## config.mk

```make
export PLATFORM = sky130hd
export DESIGN_NAME = led_pixel_serializer_core
export DESIGN_NICKNAME = d
export VERILOG_FILES = /design/src/hw/rtl/lps_pkg.sv /design/src/hw/rtl/lps_scale_lane.sv /design/src/hw/rtl/lps_serializer.sv /design/src/hw/rtl/led_pixel_serializer_core.sv
export SDC_FILE = /design/constraint.sdc
export NUM_CORES = 1
export LEC_CHECK = 0
export BUFFER_PORTS_ARGS = -buffer_cell sky130_fd_sc_hd__buf_2
export CAP_MARGIN = 30
export CORE_MARGIN = 1.5
export CORE_UTILIZATION = 38
export DETAILED_ROUTE_END_ITERATION = 6
export GPL_TIMING_DRIVEN = 0
export PLACE_DENSITY = 0.6
export SYNTH_ARGS = -nofsm -noshare
export SYNTH_HDL_FRONTEND = slang
export SYNTH_HIERARCHICAL = 1
export SYNTH_SLANG_ARGS = --single-unit
export TNS_END_PERCENT = 1
```

## constraint.sdc

```tcl
create_clock -name clk_i -period 12.55 [get_ports clk_i]
set_input_delay 1.255 -clock clk_i [delete_from_list [all_inputs] [get_ports clk_i]]
set_output_delay 1.255 -clock clk_i [all_outputs]
set_load 0.005 [all_outputs]
```

## src/hw/rtl/lps_pkg.sv

```systemverilog
// Package for the LED pixel serializer: field widths, register indexes,
// reset values and the structs passed between the lanes and the serializer.
// No dependencies.
`timescale 1ns / 1ps
`default_nettype none

package lps_pkg;

  localparam int unsigned MaxLeds     = 1024;
  localparam int unsigned IdxW        = 10;
  localparam int unsigned ChanW       = 8;
  localparam int unsigned CountW      = 11;
  localparam int unsigned TickW       = 15;
  localparam int unsigned BitTickW    = 8;
  localparam int unsigned NumLanes    = 3;
  localparam int unsigned WordBits    = NumLanes * ChanW;
  localparam int unsigned BitCntW     = $clog2(WordBits + 1);
  localparam int unsigned CfgIdxW     = 3;
  localparam int unsigned CfgDataW    = 15;
  localparam int unsigned InDataW     = 40;
  localparam int unsigned OutDataW    = 32;

  typedef enum logic [CfgIdxW-1:0] {
    RegBrightness = 3'd0,
    RegLedCount   = 3'd1,
    RegZeroHigh   = 3'd2,
    RegZeroLow    = 3'd3,
    RegOneHigh    = 3'd4,
    RegOneLow     = 3'd5,
    RegLatchHalf  = 3'd6
  } cfg_reg_e;

  localparam logic [ChanW-1:0]    BrightnessRst = 8'd255;
  localparam logic [CountW-1:0]   LedCountRst   = 11'd1024;
  localparam logic [BitTickW-1:0] ZeroHighRst   = 8'd3;
  localparam logic [BitTickW-1:0] ZeroLowRst    = 8'd9;
  localparam logic [BitTickW-1:0] OneHighRst    = 8'd9;
  localparam logic [BitTickW-1:0] OneLowRst     = 8'd3;
  localparam logic [TickW-1:0]    LatchHalfRst  = 15'd1400;
  localparam logic [CountW-1:0]   MaxLedsVal    = CountW'(MaxLeds);

  // Symbol timing handed to the serializer.
  typedef struct packed {
    logic [BitTickW-1:0] zero_high;
    logic [BitTickW-1:0] zero_low;
    logic [BitTickW-1:0] one_high;
    logic [BitTickW-1:0] one_low;
    logic [TickW-1:0]    latch_half;
  } sym_cfg_t;

  // One merged pixel waiting for the serializer.
  typedef struct packed {
    logic                keep;
    logic                frame_end;
    logic [WordBits-1:0] word;   // G in the top byte, then R, then B
  } pix_word_t;

  // One output symbol.
  typedef struct packed {
    logic [TickW-1:0] first_ticks;
    logic [TickW-1:0] second_ticks;
    logic             first_level;
    logic             is_latch;
    logic             run_last;
  } symbol_t;

endpackage

`default_nettype wire

```

## src/hw/rtl/lps_scale_lane.sv

```systemverilog
// One brightness scaling lane: registers (v * (brightness + 1)) >> 8.
// Depends on lps_pkg.
`timescale 1ns / 1ps
`default_nettype none

module lps_scale_lane (
  input  wire logic                      clk_i,
  input  wire logic                      en_i,
  input  wire logic [lps_pkg::ChanW-1:0] chan_i,
  input  wire logic [lps_pkg::ChanW-1:0] brightness_i,
  output logic      [lps_pkg::ChanW-1:0] chan_o
);
  import lps_pkg::*;

  logic [ChanW:0]     factor;
  logic [2*ChanW:0]   prod;
  logic [ChanW-1:0]   chan_d, chan_q;

  assign factor = {1'b0, brightness_i} + (ChanW+1)'(1);
  assign prod   = {{(ChanW+1){1'b0}}, chan_i} * {{ChanW{1'b0}}, factor};
  // product never exceeds 255*256, so bits [15:8] hold the whole result
  assign chan_d = prod[2*ChanW-1:ChanW];

  always_ff @(posedge clk_i) begin
    if (en_i) begin
      chan_q <= chan_d;
    end
  end

  assign chan_o = chan_q;

endmodule

`default_nettype wire

```

## src/hw/rtl/lps_serializer.sv

```systemverilog
// Merge stage to symbol stream: shifts a 24-bit GRB word out MSB first,
// one symbol a cycle if not stalled, then any latch. Depends on lps_pkg.
`timescale 1ns / 1ps
`default_nettype none

module lps_serializer (
  input  wire logic                clk_i,
  input  wire logic                rst_ni,
  input  wire lps_pkg::sym_cfg_t   cfg_i,
  input  wire logic                ld_valid_i,
  input  wire lps_pkg::pix_word_t  ld_item_i,
  output logic                     ld_ready_o,
  output logic                     sym_valid_o,
  output lps_pkg::symbol_t         sym_o,
  input  wire logic                sym_ready_i
);
  import lps_pkg::*;

  logic [BitCntW-1:0]  bits_left_d, bits_left_q;
  logic [WordBits-1:0] word_d, word_q;
  logic                latch_d, latch_q;
  logic                out_valid_d, out_valid_q;
  symbol_t             out_d, out_q;
  logic                busy, out_free, emit, final_sym, load, data_sym, bit_one;

  assign busy      = (bits_left_q != '0) || latch_q;
  assign out_free  = !out_valid_q || sym_ready_i;
  assign emit      = busy && out_free;
  assign data_sym  = (bits_left_q != '0);
  assign final_sym = emit && ((bits_left_q == BitCntW'(1) && !latch_q) ||
                              (!data_sym && latch_q));
  assign load      = ld_valid_i && (!busy || final_sym);
  assign ld_ready_o = !busy || final_sym;
  assign bit_one   = word_q[WordBits-1];

  always_comb begin
    bits_left_d = bits_left_q;
    word_d      = word_q;
    latch_d     = latch_q;
    if (load) begin
      bits_left_d = ld_item_i.keep ? BitCntW'(WordBits) : '0;
      word_d      = ld_item_i.word;
      latch_d     = ld_item_i.frame_end;
    end else if (emit) begin
      if (data_sym) begin
        bits_left_d = bits_left_q - BitCntW'(1);
        word_d      = {word_q[WordBits-2:0], 1'b0};
      end else begin
        latch_d = 1'b0;
      end
    end
  end

  always_comb begin
    out_d = out_q;
    if (data_sym) begin
      out_d.first_ticks  = TickW'(bit_one ? cfg_i.one_high : cfg_i.zero_high);
      out_d.second_ticks = TickW'(bit_one ? cfg_i.one_low : cfg_i.zero_low);
      out_d.first_level  = 1'b1;
      out_d.is_latch     = 1'b0;
    end else begin
      out_d.first_ticks  = cfg_i.latch_half;
      out_d.second_ticks = cfg_i.latch_half;
      out_d.first_level  = 1'b0;
      out_d.is_latch     = 1'b1;
    end
    out_d.run_last = final_sym;
    out_valid_d = emit ? 1'b1 : (sym_ready_i ? 1'b0 : out_valid_q);
  end

  always_ff @(posedge clk_i or negedge rst_ni) begin
    if (!rst_ni) begin
      bits_left_q <= '0;
      latch_q     <= 1'b0;
      out_valid_q <= 1'b0;
    end else begin
      bits_left_q <= bits_left_d;
      latch_q     <= latch_d;
      out_valid_q <= out_valid_d;
    end
  end

  always_ff @(posedge clk_i) begin
    word_q <= word_d;
    if (emit) begin
      out_q <= out_d;
    end
  end

  assign sym_valid_o = out_valid_q;
  assign sym_o       = out_q;

endmodule

`default_nettype wire

```

## src/hw/rtl/led_pixel_serializer_core.sv

```systemverilog
// LED pixel serializer top: config registers, three scaling lanes, merge
// register and the symbol serializer. Depends on lps_pkg, lps_scale_lane,
// lps_serializer.
// Path: lane and merge registers, serializer shift register, output register.
// A kept pixel gives 24 symbols, 25 with the latch; a dropped one without frame
// end gives none. The serializer emits one symbol per cycle unless stalled.
// Reset: async active low; registers return to defaults, pipeline empties.
`timescale 1ns / 1ps
`default_nettype none

module led_pixel_serializer_core (
  input  wire logic                          clk_i,
  input  wire logic                          rst_ni,
  // pixel input
  input  wire logic                          s_axis_tvalid,
  output logic                               s_axis_tready,
  // tdata: [9:0] pixel_index, [17:10] red, [25:18] green, [33:26] blue, rest 0
  input  wire logic [lps_pkg::InDataW-1:0]   s_axis_tdata,
  input  wire logic                          s_axis_tlast,   // frame_end
  // symbol output
  output logic                               m_axis_tvalid,
  input  wire logic                          m_axis_tready,
  // tdata: [14:0] first_ticks, [29:15] second_ticks, [30] first_level, [31] 0
  output logic      [lps_pkg::OutDataW-1:0]  m_axis_tdata,
  output logic                               m_axis_tuser,   // is_latch
  output logic                               m_axis_tlast,   // run_last
  // config write channel
  input  wire logic                          cfg_valid_i,
  output logic                               cfg_ready_o,
  input  wire logic [lps_pkg::CfgIdxW-1:0]   cfg_index_i,
  input  wire logic [lps_pkg::CfgDataW-1:0]  cfg_data_i
);
  import lps_pkg::*;

  // ---- config registers ----
  logic [ChanW-1:0]    brightness_q;
  logic [CountW-1:0]   led_count_q;
  sym_cfg_t            sym_cfg_q;
  logic                cfg_we;

  assign cfg_ready_o = 1'b1;
  assign cfg_we      = cfg_valid_i;

  always_ff @(posedge clk_i or negedge rst_ni) begin
    if (!rst_ni) begin
      brightness_q         <= BrightnessRst;
      led_count_q          <= LedCountRst;
      sym_cfg_q.zero_high  <= ZeroHighRst;
      sym_cfg_q.zero_low   <= ZeroLowRst;
      sym_cfg_q.one_high   <= OneHighRst;
      sym_cfg_q.one_low    <= OneLowRst;
      sym_cfg_q.latch_half <= LatchHalfRst;
    end else if (cfg_we) begin
      case (cfg_reg_e'(cfg_index_i))
        RegBrightness: brightness_q         <= cfg_data_i[ChanW-1:0];
        RegLedCount:   led_count_q          <= cfg_data_i[CountW-1:0];
        RegZeroHigh:   sym_cfg_q.zero_high  <= cfg_data_i[BitTickW-1:0];
        RegZeroLow:    sym_cfg_q.zero_low   <= cfg_data_i[BitTickW-1:0];
        RegOneHigh:    sym_cfg_q.one_high   <= cfg_data_i[BitTickW-1:0];
        RegOneLow:     sym_cfg_q.one_low    <= cfg_data_i[BitTickW-1:0];
        RegLatchHalf:  sym_cfg_q.latch_half <= cfg_data_i[TickW-1:0];
        default: ;     // unused index, write dropped
      endcase
    end
  end

  // ---- input unpack ----
  logic [IdxW-1:0]  pix_idx;
  logic [ChanW-1:0] chan_in [NumLanes];
  logic [ChanW-1:0] chan_sc [NumLanes];
  logic [CountW-1:0] limit;
  logic             in_acc, keep_in;

  assign pix_idx    = s_axis_tdata[IdxW-1:0];
  // lane order matches transmit order: green, red, blue
  assign chan_in[0] = s_axis_tdata[IdxW+2*ChanW-1 -: ChanW];
  assign chan_in[1] = s_axis_tdata[IdxW+ChanW-1   -: ChanW];
  assign chan_in[2] = s_axis_tdata[IdxW+3*ChanW-1 -: ChanW];

  // LED count above the strip maximum is clamped
  assign limit   = (led_count_q > MaxLedsVal) ? MaxLedsVal : led_count_q;
  assign keep_in = ({{(CountW-IdxW){1'b0}}, pix_idx} < limit);
  assign in_acc  = s_axis_tvalid && s_axis_tready;

  // ---- lanes ----
  for (genvar l = 0; l < NumLanes; l++) begin : g_lane
    lps_scale_lane u_lane (
      .clk_i        (clk_i),
      .en_i         (in_acc),
      .chan_i       (chan_in[l]),
      .brightness_i (brightness_q),
      .chan_o       (chan_sc[l])
    );
  end

  // ---- merge stage: side info held beside the lane registers ----
  logic      st_valid_q, st_keep_q, st_fe_q;
  logic      ld_ready;
  pix_word_t merged;

  assign s_axis_tready = !st_valid_q || ld_ready;

  always_ff @(posedge clk_i or negedge rst_ni) begin
    if (!rst_ni) begin
      st_valid_q <= 1'b0;
    end else if (s_axis_tready) begin
      st_valid_q <= s_axis_tvalid;
    end
  end

  always_ff @(posedge clk_i) begin
    if (in_acc) begin
      st_keep_q <= keep_in;
      st_fe_q   <= s_axis_tlast;
    end
  end

  assign merged.keep      = st_keep_q;
  assign merged.frame_end = st_fe_q;
  assign merged.word      = {chan_sc[0], chan_sc[1], chan_sc[2]};

  // ---- serializer with output register ----
  symbol_t sym;

  lps_serializer u_ser (
    .clk_i       (clk_i),
    .rst_ni      (rst_ni),
    .cfg_i       (sym_cfg_q),
    .ld_valid_i  (st_valid_q),
    .ld_item_i   (merged),
    .ld_ready_o  (ld_ready),
    .sym_valid_o (m_axis_tvalid),
    .sym_o       (sym),
    .sym_ready_i (m_axis_tready)
  );

  assign m_axis_tdata = {1'b0, sym.first_level, sym.second_ticks, sym.first_ticks};
  assign m_axis_tuser = sym.is_latch;
  assign m_axis_tlast = sym.run_last;

endmodule

`default_nettype wire

```

## Word-level counts from Yosys, hierarchy flattened

Cells that the tools add are included.

- Bits in registers: 157
- Bits of input ports: 64
- Output and inout port bits: 37

- Multiply operators: 3
- Add/sub/neg operators: 2
- $lt $le $gt $ge: 2
- Muxes and demuxes: 16
- Equal/unequal tests: 8
- Reductions and logical operators: 30

Operators by type and width:

| cell | number |
|---|---|
| $mux W24 | 3 |
| $mul A8 B9 Y16 | 3 |
| $mux W32 | 1 |
| $mux W5 | 4 |
| $reduce_and A2 Y1 | 9 |
| $mux W8 | 2 |
| $gt A11 B11 Y1 const B | 1 |
| $lt A10 B11 Y1 | 1 |
| $mux W11 | 1 |
| $add A8 B1 Y9 const B | 1 |
| $eq A3 B3 Y1 const B | 3 |
| $eq A3 B2 Y1 const B | 2 |
| $logic_and A1 B1 Y1 | 6 |
| $reduce_bool A2 Y1 | 3 |
| $eq A5 B1 Y1 const B | 1 |
| $logic_not A1 Y1 | 5 |
| $logic_or A1 B1 Y1 | 5 |
| $mux W1 | 5 |
| $reduce_bool A5 Y1 | 1 |
| $sub A5 B1 Y5 const B | 1 |
| $eq A3 B1 Y1 const B | 1 |
| $logic_not A3 Y1 | 1 |
| $ne A2 B1 Y1 const B | 1 |

## Logic depth before layout (Yosys ltp)

- Word-level depth: 9
- Gate-level depth with buffers: 18
- Mapped depth without buffers: 18

## Modules after synthesis

Netlist, hierarchy kept.

Modules (own cells, without submodules):

| module | area an instance (µm²) | cells an instance | instances | seq. area each (µm²) |
|---|---|---|---|---|
| led_pixel_serializer_core | 2941.6 | 189 | 1 | 1765.4 |
| lps_serializer | 2817.7 | 190 | 1 | 1676.6 |
| lps_scale_lane at g_lane[1].u_lane | 2493.6 | 257 | 1 | 240.2 |
| lps_scale_lane at g_lane[2].u_lane | 2488.6 | 259 | 1 | 240.2 |
| lps_scale_lane at g_lane[0].u_lane | 2477.4 | 252 | 1 | 240.2 |

## Worst setup path after synthesis

OpenSTA, ideal clock, no wires.

- Path type: register to register
- Start: register brightness_q[0]
- End: register g_lane[1].u_lane.chan_q[7], data pin
- Stages on the path, launching flop included: 18
- Data required time: 12.290 ns
- Clock period less this slack: 5.295 ns
- Path slack: 7.255 ns
- Arrival time: 5.035 ns
- Setup time: 0.260 ns
- Cell sequence: dfstp_2 ha_1 nand3_1 xor2_1 nand2b_1 fa_1 fa_1 inv_1 fa_1 inv_1 fa_1 inv_1 ha_1 a211oi_1 o211ai_2 and2_1 a221o_1 xnor2_1

- Cells in the longest elaborated chain, start to end: 2

RTL lines:

| element | line | RTL |
|---|---|---|
| start, declared | led_pixel_serializer_core.sv:36 | `logic [ChanW-1:0] brightness_q;` |
| start signal, assigned | led_pixel_serializer_core.sv:46 | `brightness_q <= BrightnessRst;` |
| start signal, assigned | led_pixel_serializer_core.sv:55 | `RegBrightness: brightness_q <= cfg_data_i[ChanW-1:0];` |
| $add A8 B1 Y9 | lps_scale_lane.sv:19 | `assign factor = {1'b0, brightness_i} + (ChanW+1)'(1);` |
| $mul A8 B9 Y16 | lps_scale_lane.sv:20 | `assign prod = {{(ChanW+1){1'b0}}, chan_i} * {{ChanW{1'b0}}, factor};` |
| named net g_lane[1].u_lane.prod[15] | lps_scale_lane.sv:16 | `logic [2*ChanW:0] prod;` |
| end signal, assigned | lps_scale_lane.sv:26 | `chan_q <= chan_d;` |
| end, declared | lps_scale_lane.sv:17 | `logic [ChanW-1:0] chan_d, chan_q;` |

The timed path passes the listed nets, and every way through them passes these cells.
A chain may end at the register's enable or synchronous reset.

## Worst setup path after layout

- Start: register brightness_q[0]
- End: register g_lane[0].u_lane.chan_q[7], data pin

- Cells in the longest elaborated chain, start to end: 2

RTL lines:

| element | line |
|---|---|
| $add A8 B1 Y9 | lps_scale_lane.sv:19 |
| $mul A8 B9 Y16 | lps_scale_lane.sv:20 |
| named net g_lane[0].u_lane.prod[15] | lps_scale_lane.sv:16 |
| end signal, assigned | lps_scale_lane.sv:26 |
| end, declared | lps_scale_lane.sv:17 |

The timed path passes the listed nets, and every way through them passes these cells.

==> results by group <==
STA
  – Setup TNS after final layout: 0 ns
  – Final hold vios: 0
  – RSZ-0062 raised after global routing: false
  – Fmax: roughly 0.16 GHz
  – Min Hold Slack: about 0.50 ns
  – Final setup viols: 0
  – Worst Skew: 0.00983 ns
  – Minimum clock period: 6.21 ns
  – Slew HR: 39.3%
  – Fin crit share: just under 50%
  – Slew Limit Fails: 0
  – Worst-margin pin slew: approximately 0.90 ns

Route
  – Initial detailed-routing violation count: 439
  – Post-route ant nets: 0
  – DRC viols: 0
  – Routed len/inst: 15.4 µm
  – Vias: 8434
  – Post-Route WL: 26.7 mm
  – Vias/cell: 4.88
  – Pre-antenna DRT Iters: 4

Critical path
  – Worst path max stage delay: 0.98 ns
  – Slowest CP cell: dfstp_2
  – Crit start category: register
  – Worst path arrival time: 6.37 ns
  – FF-to-FF End: g_lane[0].u_lane/chan_o[7]$_DFFE_PP_
  – Critical path origin: brightness_q[0]$_DFFE_PN1P_
  – FF-to-FF Start: brightness_q[0]$_DFFE_PN1P_
  – Crit Path Category: reg -> reg
  – Largest delay share family, worst path: adder cells
  – Cells along the critical path: ha_1 > nand3_1 > xor2_1 > nand2b_1 > fa_1 > fa_1 > inv_1 > fa_1 > inv_1 > fa_1 > inv_1 > ha_1 > a211oi_2 > o211ai_2 > a31oi_1 > a21oi_1 > xnor2_1
  – CP Capture Type: register
  – Worst path required time: 12.72 ns
  – R2r worst-path depth: 17
  – FF-to-FF setup slack: roughly 6.3 ns
  – Worst path buffer plus inverter count: 3
  – Most frequent CP cell: fa_1
  – Crit-path max FO: 31

Global routing
  – First-pass GRT wire length: 46.1 mm
  – Total GRT Usage: 15.9%
  – Largest net degree at the start of global routing: 63
  – Grt ovf: 0
  – Initial antenna violation count: 0
  – Number of global-route vias before repair: 9123

Power
  – Flop pwr share: 22.9%
  – Pwr Density: between 200 and 300 mW/mm²
  – Comb pwr share: 65.2%
  – Clk network pwr share: 11.9%
  – Psw: 1.75 mW
  – Internal: 2.27 mW
  – Switching Fraction: about 44%
  – Leak: 6.83 nW
  – Peak supply drop: 0.169 mV

Hold path
  – Hold Startpoint: sym_cfg_q[13]$_DFFE_PN0P_
  – Hold crit path type: reg -> reg
  – WHS Path Cells: 1
  – WHS Endpoint: sym_cfg_q[13]$_DFFE_PN0P_

Layout
  – Share of cells above drive strength 1: 22.9%
  – Nets: 1556
  – Ant diodes: 0
  – Design area: 0.0149 mm²
  – Fin cells: around 1.7k
  – Area delta synth->final: 12.7%
  – Fin util: between 40% and 50%

Floorplanning
  – Site Rows: 68
  – Chip Width: 190 µm
  – Core area: 0.0344 mm²
  – Die area: between 0.03 and 0.04 mm²
  – Chip height: 190 µm
  – I/O pin count: slightly above 100
  – Starting density of the core: 38.5%

CTS
  – Root buffer cell: clkbuf_16
  – Setup Buffers After CTS: 0
  – CTS tree: yes
  – CTS Buf Count: 17
  – CTS Buffer Depth: 2
  – Post-cts sizing count: 0
  – Sink Count: 150
  – H-tree levels: 4
  – Worst-skew pair later-pin latency: 0.42 ns
  – Cts hold-fix bufs: 0
  – Clock transition at the registers of the reported paths: 0.06 ns

Logic synthesis
  – Avg Cell Area, Syn: 11.5 µm²
  – Seq/Total Area, Yosys: a little under a third
  – Synth Cell Area: ~0.013 mm²
  – Yosys reg bits: 150
  – Syn nets: 1442
  – Syn Inst Count: 1147
  – EDFF count, synth: 76
  – Post-synthesis async set-or-reset flop share: 49.3%
  – Prevailing post-synth register cell: edfxtp_1
  – Netlist cell types: 71
  – YS warnings: 6

Placement
  – Dpl cell area: ~0.014 mm²
  – RePlAce Congestion: just under 0.8
  – Placed insts: 1697
  – PortBufs: 90
  – Final HPWL DP: 20.6 mm

Status
  – Outcome: completed

Flow run
  – Max-Cap Viols: 0
power by group through the flow:
stage | combinational (mW) | sequential [mW] | clock [mW]
6_report | 2.63 | 0.921 | 0.479
5_1_grt | 3.04 | 0.943 | 0.512
4_1_cts | 2.69 | 0.923 | 0.488
3_5_place_dp | 2.67 | 0.929 | 0
3_3_place_gp | 2.60 | 0.929 | 0
2_1_floorplan | 2.06 | 0.899 | 0
synth_stat cells (7+ instances only):
cell / count / area share, %
fa_1: 120 / 18
xor2_1: 18 / 1.2
dfrtp_1: 51 / 9.7
dfstp_2: 23 / 4.6
nand2_1: 34 / 0.97
o21ai_0: 11 / 0.42
nand3_1: 17 / 0.64
and2_1: 63 / 3.0
nand2b_1: 35 / 1.7
inv_1: 140 / 4.0
nor2_1: 31 / 0.88
and2b_1: 14 / 0.80
mux2i_1: 16 / 1.2
a21o_1: 7 / 0.40
xnor2_1: 38 / 2.5
mux2_4: 25 / 2.8
a21oi_1: 41 / 1.6
ha_1: 111 / 11
nor2b_1: 106 / 5.0
and3_1: 11 / 0.52
edfxtp_1: 76 / 17
buf_4: 11 / 0.62
mux2_2: 66 / 5.6
worst max path at each step:
stage	endpoint	slack, ns	depth (start not counted)
CTS	g_lane[0].u_lane/chan_o[7]$_DFFE_PP_	6.28	17
finish	g_lane[0].u_lane/chan_o[7]$_DFFE_PP_	6.34	17
global route	g_lane[0].u_lane/chan_o[7]$_DFFE_PP_	6.00	17
detailed placement	g_lane[0].u_lane/chan_o[7]$_DFFE_PP_	6.29	17
floorplan	g_lane[1].u_lane/chan_o[7]$_DFFE_PP_	7.25	17
global placement	g_lane[1].u_lane/chan_o[7]$_DFFE_PP_	6.31	17
kinds of logic (layout without fill, tap and decap cells):
kind of cell | after synthesis | count (layout) | share of synthesized area [%]
flops | 150 | 150 | 31.5
xor+xnor | 56 | 56 | 3.71
fa+ha+maj | 231 | 231 | 28.7
compound gates | 92 | 92 | 4.84
other cells | 2 | 2 | 0.0568
buf+inv | 166 | 293 | 5.55
simple gates | 342 | 342 | 15.9
mux | 108 | 108 | 9.76
sequential cells by signal (all words and copies together), names as in the netlist:
signal                count
brightness_q              8
g_lane.u_lane/chan_o     24
led_count_q              11
st_fe_q                   1
st_keep_q                 1
st_valid_q                1
sym_cfg_q                47
u_ser/bits_left_q         5
u_ser/latch_q             1
u_ser/sym_o              26
u_ser/sym_valid_o         1
u_ser/word_q             24
area by class of cell:
type	count	area [µm²]
Sequential cell	150	4160
Fill cell	3257	19500
Tap cell	455	569
Buffer	25	204
Multi-Input combinational cell	831	8330
Clock inverter	14	115
Timing Repair Buffer	95	556
Inverter	141	529
Clock buffer	18	439
layer usage:
layer  routed length [µm]  share of wire, %  vias to the layer above  GRT usage (%)
li1                     -                 -                     4031              -
met3                  667               2.5                       26           2.11
met5                    0                 0                        -              0
met2                13000                49                      119           27.2
met1                12700                48                     4258           21.4
met4                  266               1.0                        0           3.69
cell usage in the layout, fill, tap and decap left out, types with 7 or more instances in the layout:
cell       count
a21o_1         7
o21ai_0       10
mux2_4        25
dfrtp_1       51
edfxtp_1      76
buf_2         95
dfstp_2       23
nand2_1       34
and2b_1       14
ha_1         111
and2_1        63
nor2b_1      106
mux2_2        66
nor2_1        31
xnor2_1       38
and3_1        11
buf_4         12
a21oi_1       41
nand2b_1      35
clkbuf_16     17
xor2_1        18
nand3_1       17
inv_1        140
mux2i_1       16
fa_1         120
stage by stage:
step                      setup WS [ns]  total power, mW
after floorplan                    7.25             2.96
after global placement             6.31             3.53
after detailed placement           6.29             3.60
after CTS                          6.28             4.10
after global routing               6.00             4.49
final                              6.34             4.03
Power figures use the tool's default switching activity.
